--- config.mk ---
export PLATFORM = sky130hd
export DESIGN_NAME = one_wire_temperature_reader
export DESIGN_NICKNAME = d
export VERILOG_FILES = /design/src/hdl/owtr_pkg.sv /design/src/hdl/one_wire_temperature_reader.sv
export VERILOG_INCLUDE_DIRS = /design/src /design/src/hdl
export SDC_FILE = /design/constraint.sdc
export NUM_CORES = 1
export LEC_CHECK = 0
export BUFFER_PORTS_ARGS = -buffer_cell sky130_fd_sc_hd__buf_2
export CORE_ASPECT_RATIO = 1.1
export CORE_MARGIN = 4
export CORE_UTILIZATION = 59
export CTS_CLUSTER_DIAMETER = 40
export CTS_CLUSTER_SIZE = 40
export DETAILED_ROUTE_END_ITERATION = 7
export HOLD_SLACK_MARGIN = 0.15
export PLACE_DENSITY_LB_ADDON = 0.3
export SLEW_MARGIN = 20
export SYNTH_ARGS = -nofsm -noshare
export SYNTH_HDL_FRONTEND = slang
export SYNTH_SLANG_ARGS = --single-unit
--- constraint.sdc ---
create_clock -name clock -period 5.2 [get_ports clock]
set_clock_uncertainty 0.2 [all_clocks]
set_input_delay 1.04 -clock clock [delete_from_list [all_inputs] [get_ports clock]]
set_output_delay 1.04 -clock clock [all_outputs]
set_load 0.05 [all_outputs]
--- src/hdl/assert_macros.svh ---
// ----------------------------------------------------------------------------
// Assertion macros
// Shared concurrent assertion helpers for the RTL in this folder.
// ----------------------------------------------------------------------------
`ifndef ASSERT_MACROS_SVH
`define ASSERT_MACROS_SVH

// Implication checked on every rising clock edge, switched off during reset
`define ASSERT_PROP(label, clk, rst, ante, cons, msg) \
   label: assert property (@(posedge clk) disable iff (rst) (ante) |-> (cons)) else $error(msg);

// Condition that must hold on every rising clock edge outside reset
`define ASSERT_ALWAYS(label, clk, rst, cond, msg) \
   `ASSERT_PROP(label, clk, rst, 1'b1, cond, msg)

`endif

--- src/hdl/owtr_pkg.sv ---
// ----------------------------------------------------------------------------
// One-wire temperature reader package
// Payload types, line drive codes, request codes, bus commands and fixed bus timings.
// ----------------------------------------------------------------------------
package owtr_pkg;

   // Request opcodes
   localparam logic [1:0] OP_NONE      = 2'd0;
   localparam logic [1:0] OP_CONVERT   = 2'd1;
   localparam logic [1:0] OP_READ      = 2'd2;
   localparam logic [1:0] OP_CONV_READ = 2'd3;

   // Line drive codes
   localparam logic [1:0] DRV_REL  = 2'd0;
   localparam logic [1:0] DRV_LOW  = 2'd1;
   localparam logic [1:0] DRV_HIGH = 2'd2;

   // ROM and function commands
   localparam logic [7:0] CMD_MATCH_ROM   = 8'h55;
   localparam logic [7:0] CMD_SKIP_ROM    = 8'hCC;
   localparam logic [7:0] CMD_CONVERT     = 8'h44;
   localparam logic [7:0] CMD_READ_SCRPAD = 8'hBE;

   // Fixed bus timings in microseconds
   localparam int RESET_HIGH_US  = 15;
   localparam int READ_LOW_US    = 2;
   localparam int READ_SAMPLE_AT = 14;
   localparam int READ_TAIL_US   = 50;
   localparam int WRITE_SHORT_US = 2;
   localparam int READ_END_US    = READ_SAMPLE_AT + READ_TAIL_US - 1;

   // Bytes sent: command, eight ID bytes, function command (skip ROM: two bytes)
   localparam logic [3:0] LAST_IDX_MATCH = 4'd9;
   localparam logic [3:0] LAST_IDX_SKIP  = 4'd1;

   typedef struct packed {
      logic        line_level;
      logic [1:0]  opcode;
      logic [63:0] rom_id;
   } req_payload_type;

   typedef struct packed {
      logic [1:0]         line_drive;
      logic               busy_res;
      logic               done_res;
      logic               presence_missing;
      logic               temperature_valid;
      logic signed [15:0] temperature;
   } rsp_payload_type;

endpackage

--- src/hdl/one_wire_temperature_reader.sv ---
// ----------------------------------------------------------------------------
// One-wire temperature reader
// 1-Wire bus master: reset, presence check, ROM addressing, convert and
// scratchpad read, with conversion of the reading to tenths of a degree.
// ----------------------------------------------------------------------------
// Each request transaction is one microsecond of bus time: it carries the
// sampled line level and, while the master is idle, a request opcode and
// device ID; the response transaction gives the line drive for that
// microsecond plus status and, on the final tick of a read, the temperature.
// Every tick is handled by the combinational bus sequencer between the
// request handshake and a registered response stage, so a new tick is taken
// every cycle while the response side keeps up; the only stall is a held
// response that has not yet been taken.
module one_wire_temperature_reader
   import owtr_pkg::*;
#(
   parameter int RESET_LOW_US          = 750,
   parameter int PRESENCE_LOW_WAIT_US  = 200,
   parameter int PRESENCE_HIGH_WAIT_US = 240,
   parameter int SLOT_US               = 60
) (
   input  logic            clock,
   input  logic            reset,
   input  logic            req_valid,
   output logic            req_ready,
   input  req_payload_type req_data,
   output logic            rsp_valid,
   input  logic            rsp_ready,
   output rsp_payload_type rsp_data
);

`include "assert_macros.svh"

   localparam int WRITE_END_US = SLOT_US + WRITE_SHORT_US - 1;
   localparam int MAX_A  = (RESET_LOW_US > PRESENCE_LOW_WAIT_US) ?
                           RESET_LOW_US : PRESENCE_LOW_WAIT_US;
   localparam int MAX_B  = (PRESENCE_HIGH_WAIT_US > WRITE_END_US) ?
                           PRESENCE_HIGH_WAIT_US : WRITE_END_US;
   localparam int MAX_C  = (MAX_A > MAX_B) ? MAX_A : MAX_B;
   localparam int MAX_US = (MAX_C > READ_END_US) ? MAX_C : READ_END_US;
   localparam int TW     = $clog2(MAX_US + 1);

   typedef enum logic [2:0] {
      PH_IDLE,
      PH_RST_LOW,
      PH_RST_HIGH,
      PH_PRES_LOW,
      PH_PRES_HIGH,
      PH_WRITE,
      PH_READ
   } phase_type;

   phase_type       phase_ff, phase_in, phase_cur;
   logic [TW-1:0]   timer_ff, timer_in, timer_cur, timer_inc;
   logic [2:0]      bit_index_ff, bit_index_in;
   logic [3:0]      byte_index_ff, byte_index_in;
   logic [7:0]      shift_byte_ff, shift_byte_in;
   logic [63:0]     rom_id_ff, rom_id_in;
   logic [1:0]      opcode_ff, opcode_in;
   logic [7:0]      low_byte_ff, low_byte_in;
   logic            pres_fail_ff, pres_fail_in;
   logic            rsp_valid_ff;
   rsp_payload_type rsp_data_ff, rsp_in;
   logic            req_accept;
   logic            start;
   logic [7:0]      wr_byte;
   logic            wr_bit;
   logic [3:0]      last_idx;

   // Byte on the wire at a given write position
   function automatic logic [7:0] write_byte(input logic [3:0] idx,
                                             input logic [63:0] rom,
                                             input logic [1:0] op);
      logic [7:0] cmd;
      logic [7:0] res;
      cmd = (op == OP_READ) ? CMD_READ_SCRPAD : CMD_CONVERT;
      res = cmd;
      if (rom != '0) begin
         case (idx)
            4'd0:    res = CMD_MATCH_ROM;
            4'd1:    res = rom[7:0];
            4'd2:    res = rom[15:8];
            4'd3:    res = rom[23:16];
            4'd4:    res = rom[31:24];
            4'd5:    res = rom[39:32];
            4'd6:    res = rom[47:40];
            4'd7:    res = rom[55:48];
            4'd8:    res = rom[63:56];
            default: res = cmd;
         endcase
      end else if (idx == 4'd0) begin
         res = CMD_SKIP_ROM;
      end
      return res;
   endfunction

   // Scratchpad bytes to tenths of a degree: magnitude * 5/8, then signed
   function automatic logic signed [15:0] to_tenths(input logic [7:0] th_raw,
                                                    input logic [7:0] tl_raw);
      logic        neg;
      logic [7:0]  th;
      logic [7:0]  tl;
      logic [14:0] mag;
      logic [17:0] prod;
      logic [15:0] v;
      neg  = th_raw > 8'd7;
      th   = neg ? ~th_raw : th_raw;
      tl   = neg ? ~tl_raw : tl_raw;
      mag  = th[7] ? 15'h7FFF : {th[6:0], tl};
      prod = {3'b000, mag} + {1'b0, mag, 2'b00};
      v    = {1'b0, prod[17:3]};
      return neg ? -$signed(v) : $signed(v);
   endfunction

   assign req_ready  = !rsp_valid_ff || rsp_ready;
   assign req_accept = req_valid && req_ready;
   assign rsp_valid  = rsp_valid_ff;
   assign rsp_data   = rsp_data_ff;

   // Request capture while idle
   assign start     = (phase_ff == PH_IDLE) && (req_data.opcode != OP_NONE);
   assign phase_cur = start ? PH_RST_LOW : phase_ff;
   assign timer_cur = start ? '0 : timer_ff;
   assign timer_inc = timer_cur + 1'b1;
   // writes never overlap a fresh request, so the held ID and opcode serve
   assign wr_byte   = write_byte(byte_index_ff, rom_id_ff, opcode_ff);
   assign wr_bit    = wr_byte[bit_index_ff];
   assign last_idx  = (rom_id_ff != '0) ? LAST_IDX_MATCH : LAST_IDX_SKIP;

   // Bus sequencer for one microsecond tick
   always_comb begin
      phase_in      = phase_cur;
      timer_in      = timer_cur;
      bit_index_in  = bit_index_ff;
      byte_index_in = byte_index_ff;
      shift_byte_in = shift_byte_ff;
      rom_id_in     = start ? req_data.rom_id : rom_id_ff;
      opcode_in     = start ? req_data.opcode : opcode_ff;
      low_byte_in   = low_byte_ff;
      pres_fail_in  = start ? 1'b0 : pres_fail_ff;
      rsp_in        = '0;
      rsp_in.line_drive = DRV_REL;
      rsp_in.busy_res   = 1'b1;

      unique case (phase_cur)
         PH_RST_LOW: begin
            rsp_in.line_drive = DRV_LOW;
            timer_in = timer_inc;
            if (timer_inc >= TW'(RESET_LOW_US)) begin
               phase_in = PH_RST_HIGH;
               timer_in = '0;
            end
         end
         PH_RST_HIGH: begin
            rsp_in.line_drive = DRV_HIGH;
            timer_in = timer_inc;
            if (timer_inc >= TW'(RESET_HIGH_US)) begin
               phase_in = PH_PRES_LOW;
               timer_in = '0;
            end
         end
         PH_PRES_LOW: begin
            if (!req_data.line_level) begin
               phase_in = PH_PRES_HIGH;
               timer_in = '0;
            end else begin
               timer_in = timer_inc;
               if (timer_inc >= TW'(PRESENCE_LOW_WAIT_US)) begin
                  pres_fail_in  = 1'b1;
                  phase_in      = PH_WRITE;
                  timer_in      = '0;
                  bit_index_in  = '0;
                  byte_index_in = '0;
               end
            end
         end
         PH_PRES_HIGH: begin
            if (req_data.line_level) begin
               phase_in      = PH_WRITE;
               timer_in      = '0;
               bit_index_in  = '0;
               byte_index_in = '0;
            end else begin
               timer_in = timer_inc;
               if (timer_inc >= TW'(PRESENCE_HIGH_WAIT_US)) begin
                  pres_fail_in  = 1'b1;
                  phase_in      = PH_WRITE;
                  timer_in      = '0;
                  bit_index_in  = '0;
                  byte_index_in = '0;
               end
            end
         end
         PH_WRITE: begin
            // Write 1: short low then high; write 0: long low then high
            if (wr_bit) begin
               rsp_in.line_drive = (timer_cur < TW'(WRITE_SHORT_US)) ? DRV_LOW : DRV_HIGH;
            end else begin
               rsp_in.line_drive = (timer_cur < TW'(SLOT_US)) ? DRV_LOW : DRV_HIGH;
            end
            if (timer_cur >= TW'(WRITE_END_US)) begin
               timer_in     = '0;
               bit_index_in = bit_index_ff + 1'b1;
               if (bit_index_ff == 3'd7) begin
                  byte_index_in = byte_index_ff + 1'b1;
                  if (byte_index_ff == last_idx) begin
                     byte_index_in = '0;
                     case (opcode_in)
                        OP_CONV_READ: begin
                           opcode_in = OP_READ;
                           phase_in  = PH_RST_LOW;
                        end
                        OP_READ: begin
                           phase_in      = PH_READ;
                           shift_byte_in = '0;
                        end
                        default: begin
                           phase_in        = PH_IDLE;
                           rsp_in.done_res = 1'b1;
                        end
                     endcase
                  end
               end
            end else begin
               timer_in = timer_inc;
            end
         end
         PH_READ: begin
            rsp_in.line_drive = (timer_cur < TW'(READ_LOW_US)) ? DRV_LOW : DRV_REL;
            if (timer_cur == TW'(READ_SAMPLE_AT)) begin
               shift_byte_in = {req_data.line_level, shift_byte_ff[7:1]};
            end
            if (timer_cur >= TW'(READ_END_US)) begin
               timer_in     = '0;
               bit_index_in = bit_index_ff + 1'b1;
               if (bit_index_ff == 3'd7) begin
                  if (byte_index_ff == 4'd0) begin
                     low_byte_in   = shift_byte_ff;
                     byte_index_in = 4'd1;
                     shift_byte_in = '0;
                  end else begin
                     byte_index_in            = '0;
                     phase_in                 = PH_IDLE;
                     rsp_in.done_res          = 1'b1;
                     rsp_in.temperature_valid = 1'b1;
                     rsp_in.temperature       = to_tenths(shift_byte_ff, low_byte_ff);
                  end
               end
            end else begin
               timer_in = timer_inc;
            end
         end
         default: begin
            rsp_in.busy_res = 1'b0;
         end
      endcase

      rsp_in.presence_missing = pres_fail_in;
   end

   // Sequencer state and response register
   always_ff @(posedge clock) begin
      if (reset) begin
         phase_ff      <= PH_IDLE;
         timer_ff      <= '0;
         bit_index_ff  <= '0;
         byte_index_ff <= '0;
         shift_byte_ff <= '0;
         rom_id_ff     <= '0;
         opcode_ff     <= OP_NONE;
         low_byte_ff   <= '0;
         pres_fail_ff  <= 1'b0;
         rsp_valid_ff  <= 1'b0;
      end else begin
         if (req_accept) begin
            phase_ff      <= phase_in;
            timer_ff      <= timer_in;
            bit_index_ff  <= bit_index_in;
            byte_index_ff <= byte_index_in;
            shift_byte_ff <= shift_byte_in;
            rom_id_ff     <= rom_id_in;
            opcode_ff     <= opcode_in;
            low_byte_ff   <= low_byte_in;
            pres_fail_ff  <= pres_fail_in;
            rsp_valid_ff  <= 1'b1;
         end else if (rsp_ready) begin
            rsp_valid_ff  <= 1'b0;
         end
      end
      if (req_accept) begin
         rsp_data_ff <= rsp_in;
      end
   end

   // Checks
   `ASSERT_PROP(a_idle_timer_clear, clock, reset, phase_ff == PH_IDLE, timer_ff == '0, "timer not cleared while idle")
   `ASSERT_PROP(a_done_leaves_idle, clock, reset, rsp_valid_ff && rsp_data_ff.done_res, phase_ff == PH_IDLE, "finished sequence not idle")
   `ASSERT_PROP(a_read_opcode, clock, reset, phase_ff == PH_READ, opcode_ff == OP_READ, "read slots without read request")
   `ASSERT_ALWAYS(a_byte_index_range, clock, reset, byte_index_ff <= LAST_IDX_MATCH, "byte index out of range")

endmodule
==> Word level (Yosys, flattened, before mapping) <==
Cells that the tools add are included.
{ "totals": {"reg_bits": 126, "word_cells": 180, "out_inout_bits": 24, "inputBits": 71} }
{ "op_classes": {"n_lt_le_gt_ge": 10, "n_eq_ne": 29, "bitwise_logic": 6, "n_reduce_logical": 21, "mux": 92, "n_addsub": 5} }
{ "op_table": {"columns": ["op", "count"], "rows": [
  ["8-bit two-way mux", 13],
  ["10-bit two-way mux", 9],
  ["8-bit case mux with 9 select lines", 1],
  ["64-bit nonzero test", 1],
  ["10-bit case mux with 6 select lines", 1],
  ["3-bit two-way mux", 19],
  ["4-bit two-way mux", 10],
  ["10-bit by 6-bit >= comparator with 1-bit output (second input constant)", 2],
  ["10-bit by 8-bit >= comparator with 1-bit output (second input constant)", 2],
  ["15-bit by 17-bit adder with 18-bit output", 1],
  ["1-bit two-way mux", 18],
  ["2-bit two-way mux", 9],
  ["3-bit case mux with 6 select lines", 1],
  ["17-bit two-way mux", 1],
  ["4-bit by 3-bit == test with 1-bit output (second input constant)", 4],
  ["16-bit two-way mux", 1],
  ["15-bit negation with 16-bit output", 1],
  ["8-bit inverter", 2],
  ["4-bit case mux with 4 select lines", 1],
  ["8-bit case mux with 2 select lines", 1],
  ["15-bit two-way mux", 1],
  ["2-bit != test (second input constant)", 7],
  ["3-bit == test (second input constant)", 4],
  ["3-bit case mux with 4 select lines", 1],
  ["41 further kinds", 52]
]} }

==> Depth between registers and ports, before layout <==
Gate-level depths: netlist (run 1).
{ "depth": {"word_depth": 10, "mapped_depth": 16, "mapped_depth_nobuf": 14} }

==> Least setup slack after synthesis (run 1) <==
No wires, ideal clock.
{ "synth_timing": {"path_kind": "register to register", "startpoint": "register shift_byte_ff[7]", "endpoint": "register rsp_data_ff (netlist bit rsp_data[13]) (data pin)", "path_slack_ns": 0.552, "setup_ns": 0.262, "arrival_ns": 4.186, "n_path_buf": 1, "path_stages_with_launch": 15, "cell_sequence": "dfxtp_1 > or4_4 > nor2_1 > clkbuf_1 > o31ai_1 > fa_1 > a211o_1 > a21o_1 > a21oi_1 > xnor2_1 > or4b_4 > nor4_4 > and4b_1 > a31oi_1 > mux2_1"} }
{ "synth_between": {"elab_chain_cells": 6, "elab_cells_between_ends": 8, "cone_classes": "add/sub (2); order compare (1); mux (4); bitwise (1)"} }
{ "synth_lines": {"columns": ["element", "line", "rtl"], "rows": [
  ["start, declared", "one_wire_temperature_reader.sv:57", "logic [7:0] shift_byte_ff, shift_byte_in;"],
  ["start signal, assigned", "one_wire_temperature_reader.sv:280", "shift_byte_ff <= shift_byte_in;"],
  ["8-bit by 3-bit greater-than comparator with 1-bit output / 8-bit inverter (equally long branches)", "one_wire_temperature_reader.sv:106, one_wire_temperature_reader.sv:107", null],
  ["8-bit two-way mux (on tied branches)", "one_wire_temperature_reader.sv:108, one_wire_temperature_reader.sv:107", null],
  ["15-bit two-way mux", "one_wire_temperature_reader.sv:109", "mag = th[7] ? 15'h7FFF : {th[6:0], tl};"],
  ["15-bit by 17-bit adder with 18-bit output", "one_wire_temperature_reader.sv:110", "prod = {3'b000, mag} + {1'b0, mag, 2'b00};"],
  ["15-bit negation with 16-bit output", "one_wire_temperature_reader.sv:112", "return neg ? -$signed(v) : $signed(v);"],
  ["16-bit two-way mux *", "one_wire_temperature_reader.sv:112", null],
  ["end signal, assigned", "one_wire_temperature_reader.sv:291", "rsp_data_ff <= rsp_in;"],
  ["end, declared", "one_wire_temperature_reader.sv:63", "rsp_payload_type rsp_data_ff, rsp_in;"]
]} }
Every way passes the cells marked *; elsewhere a longest branch is shown, timed or not.
A chain may end at the register's enable or synchronous reset.

==> Worst setup path in the final report (run 1) <==
{ "layout_timing": {"startpoint": "register shift_byte_ff[3]", "endpoint": "register rsp_data_ff (netlist bit rsp_data[14]) (data pin)"} }
The elaborated chain is that of the path after synthesis.

==> metrics, run 1 <==
status finished clean; NetSw 943 uW; initial core utilization 60.0%; Final Max Tran Viols 0; DR WL/cell 16.4 um; Die Y 126 um; Sw Share 32.0%; largest net degree at the start of global routing 80; final wirelength 20.0 mm; Layout Nets 1137; leading post-synthesis cells by cell area dfxtp_1 (28%), nand2_1 (9.4%), edfxtp_1 (8.8%); crit-path leading delay family compound AO/OA/AOI/OAI gates; Final min period 4.95 ns; clock sinks 126; PnR worst setup slack 0.250 ns; Worst path slowest cell a2111oi_0; FP Rows 43; most common cell after layout, fill and taps aside nand2_1; CTS tree done; DR vias 7420; Worst Path Buf+Inv 0; Hold WC Path Type reg -> reg; top_reg_cell synth dfxtp_1; DR iter-0 viols 521; GP Congestion 0.967; CTS buffer count 17; setup violators final 0; syn_nets 1066; YS warnings 0; DR vias/cell 6.11; gr usage total 27.2%; Yosys top cell by area dfxtp_1; DRC Markers 0; Antenna Cells 0; Gate Count Post-Synth 974; Worst Path Arrival 4.92 ns; Power Density 338 mW/mm^2; Leakage 0.00354 uW; crit-path max cell delay 0.61 ns; Pint 2000 uW; post-route ant nets 0; synthesized area 0.00752 sq mm; critical path class reg -> reg; global route total overflow 0; Reg power frac 40.2%; DP Worst Slack 0.309 ns; Area Growth Syn to Fin 15.9%; Worst setup EP type flip-flop; initial antenna violation count 0; placed cell area 0.00811 sq mm; FFs w/ async S/R, synth 0%; Seq cells post-synth 126; die area 0.0146 sq mm; sequential fraction of the synthesis area 36.5%; maximum VDD drop 0.268 mV; cts hold-fix bufs 0; Max Root-Sink Buffers 2; Worst Tran Pin Value 0.908 ns; RSZ-0062 raised after global routing no; root buffer cell clkbuf_16; chip width 116 um; setup TNS 0 ns; Skew-Pair Late Insertion Delay 0.42 ns; core region area 0.0125 sq mm; Critical Path, Cell by Cell or4_4 -> or2_1 -> nor2_1 -> a21oi_1 -> fa_1 -> a211o_1 -> a2111oi_0 -> o31a_1 -> o21bai_1 -> a21o_1 -> xnor2_1 -> nor3b_1 -> o2111a_1 -> nor3_1; first-pass iteration count of the detailed router 5; top-area cell type share of the netlist area 27.7%; num ports 95; Post-CTS Setup Bufs 0; crit-path max FO 14; clock-pin slew on the worst setup and hold paths 0.06 ns; Post-DP HPWL 14.2 mm; CP Launch Type flip-flop; most frequent cells in the layout nand2_1 (187), a21oi_1 (128), dfxtp_1 (104); Synth Area per Inst 7.72 sq um; first-pass GRT wire length 32.5 mm; Max transition margin 39.4%; Synth cell types 75; Hold Fails Final Rpt 0; fraction of layout cells with a size suffix above 1 16.4%; clock power share 39.3%; vias in the first global route 6741; Max-cap violations 0; CTS-repair resized insts 0; critical path required time 5.17 ns; Max Freq 202 MHz; Port Buffers 94; combinational power share 20.6%; Post-synth EDFFs 22; Final Cycle Share 95.2%; final instance area 0.00872 sq mm; WHS 0.269 ns; H-Tree Depth 4
## per-stage QoR
stage          total power, uW  instances  util, %
6_report                  2950       1215     69.6
5_1_grt                   3090       1215     69.6
3_5_place_dp              1790       1182     64.7
4_1_cts                   2940       1214     69.4
3_3_place_gp              1780       1182     64.7
2_1_floorplan             1590        974        -
## routing by layer
metal	wire length, um	part of all wire (%)	GRT usage, %	vias to the layer above
met1	8070	40	34.2	3398
met5	0	0	0	-
li1	-	-	-	3673
met3	1210	6.1	5.25	60
met2	9830	49	44.8	289
met4	844	4.2	13.0	0
## path summary, 6_finish.rpt
| path | from | to | slack [ns] | cells after the start |
|---|---|---|---|---|
| max | shift_byte_ff[3]$_SDFFE_PP0P_ | rsp_data[14]$_SDFFCE_PP0P_ | 0.25 | 14 |
| min | rom_id_ff[31]$_SDFFE_PP0P_ | rom_id_ff[31]$_SDFFE_PP0P_ | 0.27 | 2 |
| max reg2reg | shift_byte_ff[3]$_SDFFE_PP0P_ | rsp_data[14]$_SDFFCE_PP0P_ | 0.25 | 14 |
| min reg2reg | rom_id_ff[31]$_SDFFE_PP0P_ | rom_id_ff[31]$_SDFFE_PP0P_ | 0.27 | 2 |
## worst min-delay path, stage by stage (launching register included)
cell and delay [ns]:
dfxtp_1 0.32, nand2_1 0.05, a21oi_1 0.05
## flip-flops by register name, indices dropped and copies added (netlist names)
signal	flops
rom_id_ff	64
shift_byte_ff	8
phase_ff	3
byte_index_ff	4
bit_index_ff	3
pres_fail_ff	1
timer_ff	10
rsp_valid	1
rsp_data	22
opcode_ff	2
low_byte_ff	8
## power groups by stage
stage	combinational [uW]	sequential (uW)	clock [uW]
6_report	606	1180	1160
5_1_grt	672	1190	1220
4_1_cts	596	1180	1170
3_5_place_dp	591	1200	0
3_3_place_gp	584	1200	0
2_1_floorplan	397	1190	0
## final cells by class
class / instances / area [sq um]
clock buffer: 22 / 517
clock inverter: 10 / 73.8
fill: 1058 / 3820
inverter: 20 / 75.1
multi-input combinational: 768 / 4500
sequential: 126 / 2740
tap: 157 / 196
timing repair buffer: 112 / 618
## cells in the mapped netlist (all sizes together) (11+ instances only)
library cell  instances
a211oi               11
a21o                 12
a21oi               129
a31oi                17
clkbuf               53
dfxtp               104
edfxtp               22
ha                   20
inv                  19
mux2i                19
nand2               188
nand3                22
nor2                 92
nor2b                11
nor3                 19
nor4                 22
o21ai                35
xnor2                12
## cells by family after synthesis
family,Yosys count,synth area share [%]
and+or+nand+nor,420,25.9
AOI/OAI and AO/OA,277,23.1
DFF,126,36.5
buffers and inverters,80,3.99
muxes,28,4.32
xor gates and xnor gates,22,2.66
adders and majority gates,21,3.59
Note: power is estimated with default switching activity, not from simulation.
==> inputs of run 2 (changes only) <==
- ABC_AREA: default -> 1
- CORE_UTILIZATION: 59 -> 60
==> metrics, run 2 <==
critical path required time 5.18 ns; chip width 119 um; die area 0.0155 sq mm; num ports 95; Yosys top cell by area dfxtp_1; Post-CTS Setup Bufs 0; Skew-Pair Late Insertion Delay 0.43 ns; Hold Path Stages 2; Cells after DPL 1526; Leakage 0.00444 uW; clock sinks 126; top-area cell type share of the netlist area 25.6%; Synth cell types 48; Post-DP HPWL 16.9 mm; setup violators final 0; syn_nets 1372; DR WL/cell 14.6 um; gr usage total 29.5%; non-filler cells, final 1556; Port Buffers 94; Final min period 4.18 ns; Max Root-Sink Buffers 2; critical path class reg -> reg; initial antenna violation count 0; most common cell after layout, fill and taps aside nand2_1; Area Growth Syn to Fin 14.6%; DR iter-0 viols 647; H-Tree Depth 4; Power Density 461 mW/mm^2; DRC Markers 0; Final Cycle Share 80.4%; maximum VDD drop 0.381 mV; FP Rows 44; final wirelength 22.7 mm; Synth Area per Inst 6.37 sq um; Final Max Tran Viols 0; Hold EP low_byte_ff[4]$_SDFFE_PP0P_; Reg2Reg Depth 19; setup TNS 0 ns; most frequent cells in the layout nand2_1 (278), nor2_1 (253), inv_1 (121); Post-synth EDFFs 22; reg2reg start shift_byte_ff[7]$_SDFFE_PP0P_; clock-pin slew on the worst setup and hold paths 0.06 ns; synthesized area 0.00815 sq mm; worst hold start low_byte_ff[4]$_SDFFE_PP0P_; leading post-synthesis cells by cell area dfxtp_1 (26%), nand2_1 (13%), nor2_1 (12%); first-pass iteration count of the detailed router 7; Max transition margin 33.0%; reg2reg setup slack 1.02 ns; Layout Nets 1453; CP Launch Type flip-flop; crit-path max FO 36; Antenna Cells 0; core region area 0.0133 sq mm; DR vias 8699; initial core utilization 61.4%; Max-cap violations 0; GP Congestion 0.978; first-pass GRT wire length 37.3 mm; max reg flops 64; Top reg by flops rom_id_ff; Max Freq 239 MHz; post-route ant nets 0; count leader, synth nand2_1; capturing point of the worst reg2reg path rsp_data[15]$_SDFFCE_PP0P_; Hold Fails Final Rpt 0; top cells by count, synth nand2_1 (278), nor2_1 (254), inv_1 (122), o21ai_0 (114), dfxtp_1 (104); FFs w/ async S/R, synth 0%; cts hold-fix bufs 0; sequential fraction of the synthesis area 33.7%; status finished clean; top_reg_cell synth dfxtp_1; root buffer cell clkbuf_16; vias in the first global route 8040; RSZ-0062 raised after global routing no; Seq cells post-synth 126; CTS-repair resized insts 0; global route total overflow 0; fraction of layout cells with a size suffix above 1 12.6%; Hold WC Path Type reg -> reg; CTS buffer count 17; Gate Count Post-Synth 1280; YS warnings 0; DR vias/cell 5.59; Worst Tran Pin Value 0.997 ns; Die Y 130 um; Worst Path Arrival 4.16 ns; largest net degree at the start of global routing 64; Worst setup EP type flip-flop; CTS tree done
==> run 2: cell count changes in the layout (fill, tap and decap cells not counted), sizes merged, moves of 22 or more <==
cell   change
nor2     +171
inv      +112
nand2    +100
nand3     +83
o21ai     +82
a21oi     -33
nand4     +22
==> run 2: area by class of cell <==
cell class              instances  area [sq um]
flip-flops and latches        126          2740
well taps                     184           230
fillers                      1184          3930
clock buffers                  19           453
multi-input cells             984          4720
clock inverters                11           179
repair buffers                101           523
inverters                     131           494
==> run 2: how the worst max path moves through the flow <==
| stage | from | slack, ns | cells past startpoint | to |
|---|---|---|---|---|
| floorplan | req_data[64] | 1.62 | 23 | bit_index_ff[0]$_SDFFE_PP0P_ |
| global placement | shift_byte_ff[7]$_SDFFE_PP0P_ | 1.16 | 19 | rsp_data[15]$_SDFFCE_PP0P_ |
| detailed placement | shift_byte_ff[7]$_SDFFE_PP0P_ | 1.09 | 19 | rsp_data[15]$_SDFFCE_PP0P_ |
| CTS | shift_byte_ff[7]$_SDFFE_PP0P_ | 1.07 | 19 | rsp_data[15]$_SDFFCE_PP0P_ |
| global route | shift_byte_ff[7]$_SDFFE_PP0P_ | 0.57 | 19 | rsp_data[15]$_SDFFCE_PP0P_ |
| finish | shift_byte_ff[7]$_SDFFE_PP0P_ | 1.02 | 19 | rsp_data[15]$_SDFFCE_PP0P_ |
==> run 2: kinds of logic (layout without fill, tap and decap cells) <==
| group | count (synthesis) | count (layout) | synth area share [%] |
|---|---|---|---|
| DFF | 126 | 126 | 33.7 |
| adders and majority gates | 21 | 21 | 3.32 |
| buffers and inverters | 170 | 262 | 8.45 |
| xor gates and xnor gates | 7 | 7 | 0.845 |
| AOI/OAI and AO/OA | 233 | 233 | 15.0 |
| and+or+nand+nor | 723 | 723 | 38.7 |
==> run 2: power by group <==
group	internal (uW)	switching, uW	leakage [uW]
combinational	473	1180	0.00305
clock	828	455	0.000311
sequential	1210	161	0.00108
total	2510	1800	0.00444
==> run 2: metrics by stage <==
step	util [%]	area (sq um)	power, uW	setup WS (ns)	hold slack (ns)
final	70.4	9340	4310	1.02	0.276
after CTS	70.4	9340	4270	1.07	0.278
after floorplan	-	8150	2610	1.62	0.237
after global placement	65.6	8710	2980	1.16	0.254
after global routing	70.4	9340	4570	0.569	0.296
after detailed placement	65.6	8710	2990	1.09	0.268
==> run 2: metal layers <==
metal / up-vias / GRT usage [%] / share of wire, %
met3: 66 / 5.37 / 6.3
met2: 330 / 51.7 / 48
met5: - / 0 / 0
met4: 0 / 14.4 / 3.8
met1: 3922 / 35.0 / 42
li1: 4381 / - / -
==> run 2: critical path, cell delays in order (launching register included) <==
cell	delay [ns]
dfxtp_1	0.45
nor2_1	0.22
nand3_2	0.53
nor2_1	0.27
a21oi_1	0.12
ha_1	0.42
a21oi_1	0.25
nand2_1	0.16
nand2_1	0.09
nand2_1	0.09
nand3_1	0.09
nand2_1	0.06
xnor2_1	0.18
inv_1	0.11
nor2_1	0.19
inv_1	0.07
nor2_1	0.08
nand3_1	0.11
o21ai_0	0.17
inv_1	0.06
